**src/hw/rtl/dxt3_pkg.sv**
```systemverilog
// ----------------------------------------------------------------------------
// dxt3_pkg
// Shared types, constants and helper functions of the DXT3 block decoder.
// ----------------------------------------------------------------------------
package dxt3_pkg;

    // field widths
    localparam int unsigned ALPHA_W   = 64;
    localparam int unsigned EP_W      = 16;
    localparam int unsigned INDEX_W   = 32;
    localparam int unsigned POS_W     = 10;
    localparam int unsigned PIX_IDX_W = 24;
    localparam int unsigned WIDTH_W   = 13;
    localparam int unsigned S_DATA_W  = 152;
    localparam int unsigned M_DATA_W  = 56;

    // image width limit and reset value
    localparam logic [WIDTH_W-1:0] MAX_WIDTH   = 13'd4096;
    localparam logic [WIDTH_W-1:0] RESET_WIDTH = 13'd256;

    // channel order inside a colour
    localparam int unsigned CH_RED   = 0;
    localparam int unsigned CH_GREEN = 1;
    localparam int unsigned CH_BLUE  = 2;

    // index of the last pixel in a block
    localparam logic [3:0] LAST_PIXEL = 4'd15;

    // interpolation weights, 10 fractional bits
    localparam logic [9:0] W_NEAR = 10'd683;
    localparam logic [9:0] W_FAR  = 10'd341;

    typedef logic [2:0][7:0]  rgb_t;
    typedef logic [2:0][17:0] prod_t;

    // stage 1: endpoints widened to 8 bits
    typedef struct packed {
        rgb_t               c0;
        rgb_t               c1;
        logic [ALPHA_W-1:0] alpha_bits;
        logic [INDEX_W-1:0] index_bits;
        logic [POS_W-1:0]   block_row;
        logic [POS_W-1:0]   block_col;
    } st1_t;

    // stage 2: weighted products and row base
    typedef struct packed {
        rgb_t                 c0;
        rgb_t                 c1;
        prod_t                near0;
        prod_t                far1;
        prod_t                far0;
        prod_t                near1;
        logic [PIX_IDX_W-1:0] row_base;
        logic [ALPHA_W-1:0]   alpha_bits;
        logic [INDEX_W-1:0]   index_bits;
        logic [POS_W-1:0]     block_col;
    } st2_t;

    // stage 3: full four-entry palette
    typedef struct packed {
        logic [3:0][23:0]     palette;
        logic [PIX_IDX_W-1:0] row_base;
        logic [ALPHA_W-1:0]   alpha_bits;
        logic [INDEX_W-1:0]   index_bits;
        logic [POS_W-1:0]     block_col;
    } st3_t;

    // 5-bit channel to 8 bits
    function automatic logic [7:0] widen5(input logic [4:0] v);
        logic [13:0] t;
        t = 14'(v) * 14'd527 + 14'd23;
        return t[13:6];
    endfunction

    // 6-bit channel to 8 bits
    function automatic logic [7:0] widen6(input logic [5:0] v);
        logic [13:0] t;
        t = 14'(v) * 14'd259 + 14'd33;
        return t[13:6];
    endfunction

    // weight times channel
    function automatic logic [17:0] weigh(input logic [9:0] w, input logic [7:0] c);
        return 18'(w) * 18'(c);
    endfunction

endpackage

```
**src/hw/rtl/dxt3_block_decoder_top.sv**
```systemverilog
// ----------------------------------------------------------------------------
// dxt3_block_decoder_top
// DXT3 (BC2) block decoder: one 128-bit block in, sixteen RGBA pixels out.
// ----------------------------------------------------------------------------
// Usage:
//   s_* carries one request per block: alpha bits, two RGB565 endpoints,
//   index bits and the block row/column. m_* returns sixteen pixel requests
//   per block in raster order, each with its linear pixel index; m_tlast
//   marks the sixteenth pixel. cfg_* writes the image width (saturated to
//   4096); write it only while the decoder is idle.
//   A block passes through the three palette stages, then the serializer
//   and the pixel output register.
//   Throughput: one pixel per cycle while m_tready is high, set by the
//   single pixel output port; the three palette stages buffer up to three
//   further blocks while the serializer is busy.
//   Reset (aresetn low, synchronous) empties all stages, drops any pending
//   pixel and sets the width to 256.
//   When the receiver stalls, the current pixel holds on m_*, the serializer
//   and palette stages fill up, and s_tready drops once all are full.
// ----------------------------------------------------------------------------
module dxt3_block_decoder_top (
    input  logic                           aclk,
    input  logic                           aresetn,
    // block input
    input  logic                           s_tvalid,
    output logic                           s_tready,
    // alpha_bits[63:0], endpoint_zero[79:64], endpoint_one[95:80],
    // index_bits[127:96], block_row[137:128], block_col[147:138], zero pad
    input  logic [dxt3_pkg::S_DATA_W-1:0]  s_tdata,
    // pixel output
    output logic                           m_tvalid,
    input  logic                           m_tready,
    // pixel_index[23:0], red[31:24], green[39:32], blue[47:40], alpha[55:48]
    output logic [dxt3_pkg::M_DATA_W-1:0]  m_tdata,
    output logic                           m_tlast,
    // image width write
    input  logic                           cfg_valid,
    output logic                           cfg_ready,
    input  logic [dxt3_pkg::WIDTH_W-1:0]   cfg_data
);

    logic [dxt3_pkg::WIDTH_W-1:0] width_reg;

    logic            v1_reg, v2_reg, v3_reg;
    dxt3_pkg::st1_t  st1_reg, st1_next;
    dxt3_pkg::st2_t  st2_reg, st2_next;
    dxt3_pkg::st3_t  st3_reg, st3_next;
    logic            free1, free2, free3;

    logic                              ser_v_reg, ser_v_next;
    logic [3:0]                        cnt_reg, cnt_next;
    logic [3:0][23:0]                  pal_reg, pal_next;
    logic [dxt3_pkg::ALPHA_W-1:0]      alpha_sh_reg, alpha_sh_next;
    logic [dxt3_pkg::INDEX_W-1:0]      idx_sh_reg, idx_sh_next;
    logic [11:0]                       col4_reg, col4_next;
    logic [dxt3_pkg::PIX_IDX_W-1:0]    line_base_reg, line_base_next;

    logic                              out_free, emit, ser_done, ser_can_load;
    logic                              m_valid_reg, m_valid_next;
    logic [dxt3_pkg::M_DATA_W-1:0]     m_data_reg, m_data_next;
    logic                              m_last_reg, m_last_next;

    // configuration register
    assign cfg_ready = 1'b1;

    always_ff @(posedge aclk) begin
        if (!aresetn) begin
            width_reg <= dxt3_pkg::RESET_WIDTH;
        end else if (cfg_valid) begin
            width_reg <= (cfg_data > dxt3_pkg::MAX_WIDTH) ? dxt3_pkg::MAX_WIDTH : cfg_data;
        end
    end

    // flow control through the stages
    assign out_free     = !m_valid_reg || m_tready;
    assign emit         = ser_v_reg && out_free;
    assign ser_done     = emit && (cnt_reg == dxt3_pkg::LAST_PIXEL);
    assign ser_can_load = !ser_v_reg || ser_done;
    assign free3        = !v3_reg || ser_can_load;
    assign free2        = !v2_reg || free3;
    assign free1        = !v1_reg || free2;
    assign s_tready     = free1;

    // stage 1: unpack fields and widen endpoints
    always_comb begin
        logic [15:0] e0, e1;
        e0 = s_tdata[79:64];
        e1 = s_tdata[95:80];
        st1_next.c0[dxt3_pkg::CH_RED]   = dxt3_pkg::widen5(e0[15:11]);
        st1_next.c0[dxt3_pkg::CH_GREEN] = dxt3_pkg::widen6(e0[10:5]);
        st1_next.c0[dxt3_pkg::CH_BLUE]  = dxt3_pkg::widen5(e0[4:0]);
        st1_next.c1[dxt3_pkg::CH_RED]   = dxt3_pkg::widen5(e1[15:11]);
        st1_next.c1[dxt3_pkg::CH_GREEN] = dxt3_pkg::widen6(e1[10:5]);
        st1_next.c1[dxt3_pkg::CH_BLUE]  = dxt3_pkg::widen5(e1[4:0]);
        st1_next.alpha_bits = s_tdata[63:0];
        st1_next.index_bits = s_tdata[127:96];
        st1_next.block_row  = s_tdata[137:128];
        st1_next.block_col  = s_tdata[147:138];
    end

    // stage 2: weighted products and row base
    always_comb begin
        logic [24:0] rb;
        for (int ch = 0; ch < 3; ch++) begin
            st2_next.near0[ch] = dxt3_pkg::weigh(dxt3_pkg::W_NEAR, st1_reg.c0[ch]);
            st2_next.far1[ch]  = dxt3_pkg::weigh(dxt3_pkg::W_FAR,  st1_reg.c1[ch]);
            st2_next.far0[ch]  = dxt3_pkg::weigh(dxt3_pkg::W_FAR,  st1_reg.c0[ch]);
            st2_next.near1[ch] = dxt3_pkg::weigh(dxt3_pkg::W_NEAR, st1_reg.c1[ch]);
        end
        rb = 25'({st1_reg.block_row, 2'b00}) * 25'(width_reg);
        st2_next.row_base   = rb[23:0];
        st2_next.c0         = st1_reg.c0;
        st2_next.c1         = st1_reg.c1;
        st2_next.alpha_bits = st1_reg.alpha_bits;
        st2_next.index_bits = st1_reg.index_bits;
        st2_next.block_col  = st1_reg.block_col;
    end

    // stage 3: sum and scale the interpolated colours
    always_comb begin
        logic [17:0] s2, s3;
        dxt3_pkg::rgb_t c2, c3;
        for (int ch = 0; ch < 3; ch++) begin
            s2 = st2_reg.near0[ch] + st2_reg.far1[ch];
            s3 = st2_reg.far0[ch] + st2_reg.near1[ch];
            c2[ch] = s2[17:10];
            c3[ch] = s3[17:10];
        end
        st3_next.palette[0] = st2_reg.c0;
        st3_next.palette[1] = st2_reg.c1;
        st3_next.palette[2] = c2;
        st3_next.palette[3] = c3;
        st3_next.row_base   = st2_reg.row_base;
        st3_next.alpha_bits = st2_reg.alpha_bits;
        st3_next.index_bits = st2_reg.index_bits;
        st3_next.block_col  = st2_reg.block_col;
    end

    // stage valid bits
    always_ff @(posedge aclk) begin
        if (!aresetn) begin
            v1_reg <= 1'b0;
            v2_reg <= 1'b0;
            v3_reg <= 1'b0;
        end else begin
            if (free1) v1_reg <= s_tvalid;
            if (free2) v2_reg <= v1_reg;
            if (free3) v3_reg <= v2_reg;
        end
    end

    // stage payloads
    always_ff @(posedge aclk) begin
        if (free1) st1_reg <= st1_next;
        if (free2) st2_reg <= st2_next;
        if (free3) st3_reg <= st3_next;
    end

    // pixel serializer
    always_comb begin
        ser_v_next     = ser_v_reg;
        cnt_next       = cnt_reg;
        pal_next       = pal_reg;
        alpha_sh_next  = alpha_sh_reg;
        idx_sh_next    = idx_sh_reg;
        col4_next      = col4_reg;
        line_base_next = line_base_reg;
        if (ser_can_load) begin
            ser_v_next     = v3_reg;
            cnt_next       = '0;
            pal_next       = st3_reg.palette;
            alpha_sh_next  = st3_reg.alpha_bits;
            idx_sh_next    = st3_reg.index_bits;
            col4_next      = {st3_reg.block_col, 2'b00};
            line_base_next = st3_reg.row_base;
        end else if (emit) begin
            cnt_next      = cnt_reg + 4'd1;
            alpha_sh_next = alpha_sh_reg >> 4;
            idx_sh_next   = idx_sh_reg >> 2;
            if (cnt_reg[1:0] == 2'd3) begin
                line_base_next = line_base_reg + dxt3_pkg::PIX_IDX_W'(width_reg);
            end
        end
    end

    // pixel output register
    always_comb begin
        logic [23:0]    pix_idx;
        dxt3_pkg::rgb_t col;
        logic [7:0]     a8;
        pix_idx      = line_base_reg + 24'(col4_reg) + 24'(cnt_reg[1:0]);
        col          = pal_reg[idx_sh_reg[1:0]];
        a8           = (alpha_sh_reg[3:0] == 4'd0) ? 8'h00 : 8'hFF;
        m_valid_next = m_valid_reg;
        m_data_next  = m_data_reg;
        m_last_next  = m_last_reg;
        if (out_free) begin
            m_valid_next = ser_v_reg;
            m_data_next  = {a8, col[dxt3_pkg::CH_BLUE], col[dxt3_pkg::CH_GREEN],
                            col[dxt3_pkg::CH_RED], pix_idx};
            m_last_next  = (cnt_reg == dxt3_pkg::LAST_PIXEL);
        end
    end

    // serializer and output control state
    always_ff @(posedge aclk) begin
        if (!aresetn) begin
            ser_v_reg   <= 1'b0;
            cnt_reg     <= '0;
            m_valid_reg <= 1'b0;
        end else begin
            ser_v_reg   <= ser_v_next;
            cnt_reg     <= cnt_next;
            m_valid_reg <= m_valid_next;
        end
    end

    // serializer and output payload
    always_ff @(posedge aclk) begin
        pal_reg       <= pal_next;
        alpha_sh_reg  <= alpha_sh_next;
        idx_sh_reg    <= idx_sh_next;
        col4_reg      <= col4_next;
        line_base_reg <= line_base_next;
        m_data_reg    <= m_data_next;
        m_last_reg    <= m_last_next;
    end

    assign m_tvalid = m_valid_reg;
    assign m_tdata  = m_data_reg;
    assign m_tlast  = m_last_reg;

endmodule
```
**config.mk**
```make
export PLATFORM = sky130hd
export DESIGN_NAME = dxt3_block_decoder_top
export DESIGN_NICKNAME = d
export VERILOG_FILES = /design/src/hw/rtl/dxt3_pkg.sv /design/src/hw/rtl/dxt3_block_decoder_top.sv
export SDC_FILE = /design/constraint.sdc
export NUM_CORES = 2
export LEC_CHECK = 0
export BUFFER_PORTS_ARGS = -buffer_cell sky130_fd_sc_hd__buf_2
export CAP_MARGIN = 10
export CORE_MARGIN = 2
export CORE_UTILIZATION = 40
export CTS_CLUSTER_DIAMETER = 100
export DETAILED_ROUTE_END_ITERATION = 8
export PLACE_DENSITY = 0.68
export RECOVER_POWER = 100
export SYNTH_ARGS = -nofsm -noshare
export SYNTH_HDL_FRONTEND = slang
export SYNTH_SLANG_ARGS = --single-unit
```
**constraint.sdc**
```tcl
create_clock -name aclk -period 15.4 [get_ports aclk]
set_input_delay 0 -clock aclk [delete_from_list [all_inputs] [get_ports aclk]]
set_output_delay 0 -clock aclk [all_outputs]
set_load 0.03 [all_outputs]
```
==> key figures <==
Placement
  – IO buf count: roughly 220
  – DP Worst Slack: roughly 9500 ps
  – Global placement routability congestion: between 0.8 and 0.9
  – Detailed Place HPWL: 79.1 mm
  – Post-Place Cells: about 6200

Critical path
  – R2r startpoint: m_tvalid
  – Crit Path Max Fanout: 83
  – Crit-path cells: nor2b_1 > clkinvlp_2 > a21boi_0 > nand3_1 > clkbuf_1 > buf_4
  – Crit start category: flip-flop
  – Crit-path slowest cell: a21boi_0
  – Cells on worst reg2reg path: 6
  – CP endpoint kind: flip-flop
  – Worst setup endpoint: st2_reg[226]
  – Worst setup path start: m_tvalid
  – Worst EP arrival: 9930 ps
  – WP data required: approximately 16000 ps
  – Reg2Reg Setup Slack: approximately 5800 ps
  – R2r endpoint: st2_reg[226]
  – Critical setup path kind: flip-flop to flip-flop
  – Max incr delay on CP: roughly 3000 ps

Synth
  – Synth Area per Inst: 13.6 um^2
  – Seq cells post-synth: about 1100
  – Mapped Area: between 50000 and 60000 um^2
  – Number of flops mapped to enable cells by yosys: ~1000
  – Ys Warns: 0
  – Synth top area share: between 50% and 60%
  – Cell with the most instances after synthesis: edfxtp_1
  – Syn_nets: 5273
  – Synth area leader: edfxtp_1
  – Gate Count Post-Synth: 4187
  – Synth area leaders: edfxtp_1 (54%), ha_1 (15%), fa_1 (8.8%), inv_1 (3.1%), xnor2_1 (2.9%)
  – Sequential share of the synthesized area: a little under three fifths
  – Synth Flop Type: edfxtp_1
  – Ys async rst share: 0%
  – Synth cell count leaders: edfxtp_1 (1032), ha_1 (665), inv_1 (474)
  – Yosys cell types: 70

Clocking
  – CTS H-tree depth: 3
  – TritonCTS Buffers: 108
  – Sink Count: about 1100
  – Clock Latency Late Sink: approximately 720 ps
  – CTS tree: done
  – Root Buffer Master: clkbuf_16
  – CTS Buffer Depth: 3
  – Hold buffer count at cts: ~320
  – Post-CTS setup buffers: 0
  – Clock transition at the registers of the reported paths: about 60 ps
  – Cts repair resizes: 0

Die
  – Die height: ~380 um
  – Initial core utilization: 40.3%
  – Die W: 382 um
  – Core area: around 140000 um^2
  – Die ar.: about 150000 um^2
  – Rows: around 140
  – # IOs: 230

STA
  – Clock skew: about 42 ps
  – Max Slew Vio Count: approximately 730
  – Rel. slew slack: -211%
  – Minimum clock period after layout: approximately 9600 ps
  – Setup TNS: 0 ps
  – WHS: roughly 57 ps
  – Final hold vios: 0
  – Final setup viols: 0
  – Final worst slack: around 5800 ps
  – Final critical-path share of the clock period: a little over 60%
  – Worst-margin pin slew: between 4000 and 5000 ps
  – Peak Freq: 104 MHz
  – RSZ-0062 raised after global routing: no

Layout
  – # nets final: just under 6000
  – Share of cells above drive strength 1: 7.00%
  – FF+latch area: between 30000 and 40000 um^2
  – Multi-input logic area: approximately 23000 um^2
  – Max reg flops: roughly 370
  – Area growth syn-to-layout: 17.3%
  – Fillers: 12300
  – Final Non-Filler Cells: roughly 6800

Routing
  – DR pass1 iterations: 5
  – Via Count: 33200
  – DR vias/cell: between 4 and 5
  – Antenna Nets Post-Route: 0
  – Drt drc: 0
  – Routed WL: about 120 mm
  – WL/cell: between 15 and 20 um
  – DR iter-0 viols: around 2100

Status
  – Failing checks: capacitance limit, slew limit
  – Status: finished, violations left

GRT
  – First-pass GRT wire length: ~190 mm
  – Vias in the first global route: roughly 35000
  – Largest net degree at the start of global routing: between 90 and 100
  – Gr usage total: ~16%
  – GRT overflow: 0
  – Initial antenna violation count: 6

Job
  – # Max-Cap Violations: 13

Pwr
  – Pwr dens: approximately 190 nW/um^2
  – Worst VDD drop: about 0.12 mV
  – Overall power: about 13 mW
  – P_leak: 29.1 nW

Hold path
  – Hold_sp: s_tdata[146]
  – Worst hold path type: primary input to flip-flop
[cell usage in the layout (no fill, tap or decap), types with 109 or more instances in the layout]
cell	n
edfxtp_1	1032
ha_1	665
inv_1	472
nand2_1	426
dlygate4sd3_1	320
fa_1	251
xnor2_1	191
a21oi_1	169
buf_2	129
clkbuf_1	124
o21ai_0	120
nor2_1	113
clkbuf_16	109
[kinds of logic (layout without fill, tap and decap cells)]
family	Yosys count	after routing	synth area share, %
XOR/XNOR	276	276	4.24
AND/OR/NAND/NOR	800	800	6.32
buffers and inverters	555	1239	3.71
flip-flops	1054	1054	55.1
adder cells (fa/ha/maj)	916	916	23.4
other	1	3	0.00658
AO/OA/AOI/OAI	560	560	6.23
multiplexers	25	25	0.966
[worst min-delay path by stage]
stage / to / cells past startpoint
floorplan: st1_reg[0] / 0
global placement: st1_reg[70] / 1
detailed placement: st1_reg[112] / 1
CTS: st1_reg[7] / 2
global route: st1_reg[8] / 2
finish: st1_reg[8] / 2
[through the flow]
step	utilization, %	cell area [um^2]
5_1_grt	47.2	66900
2_1_floorplan	-	57000
3_3_place_gp	42.6	60400
4_1_cts	47.4	67100
3_5_place_dp	42.6	60400
6_report	47.2	66900
[critical path, delay by kind of cell (launching register included)]
family	cells	cell delay [ps]
DFF	1	370
buffers and inverters	3	2830
and+or+nand+nor	2	2890
AOI/OAI and AO/OA	1	2960
[layout make-up]
type / instances / area share (%)
antenna: 2 / 0.00748
multi-input combinational: 2578 / 35.0
clock buffer: 129 / 4.20
sequential: 1054 / 47.0
inverter: 474 / 2.67
timing repair buffer: 562 / 6.43
tap: 1890 / 3.53
clock inverter: 74 / 1.13
[where the power goes]
group / total [mW] / switching (mW) / internal (mW)
clock: 2.62 / 1.14 / 1.48
sequential: 4.67 / 0.356 / 4.31
combinational: 5.64 / 3.15 / 2.49
[metal layers]
metal	vias to the layer above	global-route usage, %	wire (um)
li1	16000	-	-
met1	16300	20.9	51100
met2	733	27.4	56200
met3	202	2.92	5300
met4	2	4.86	3140
met5	-	0	11
Power figures use the tool's default switching activity.
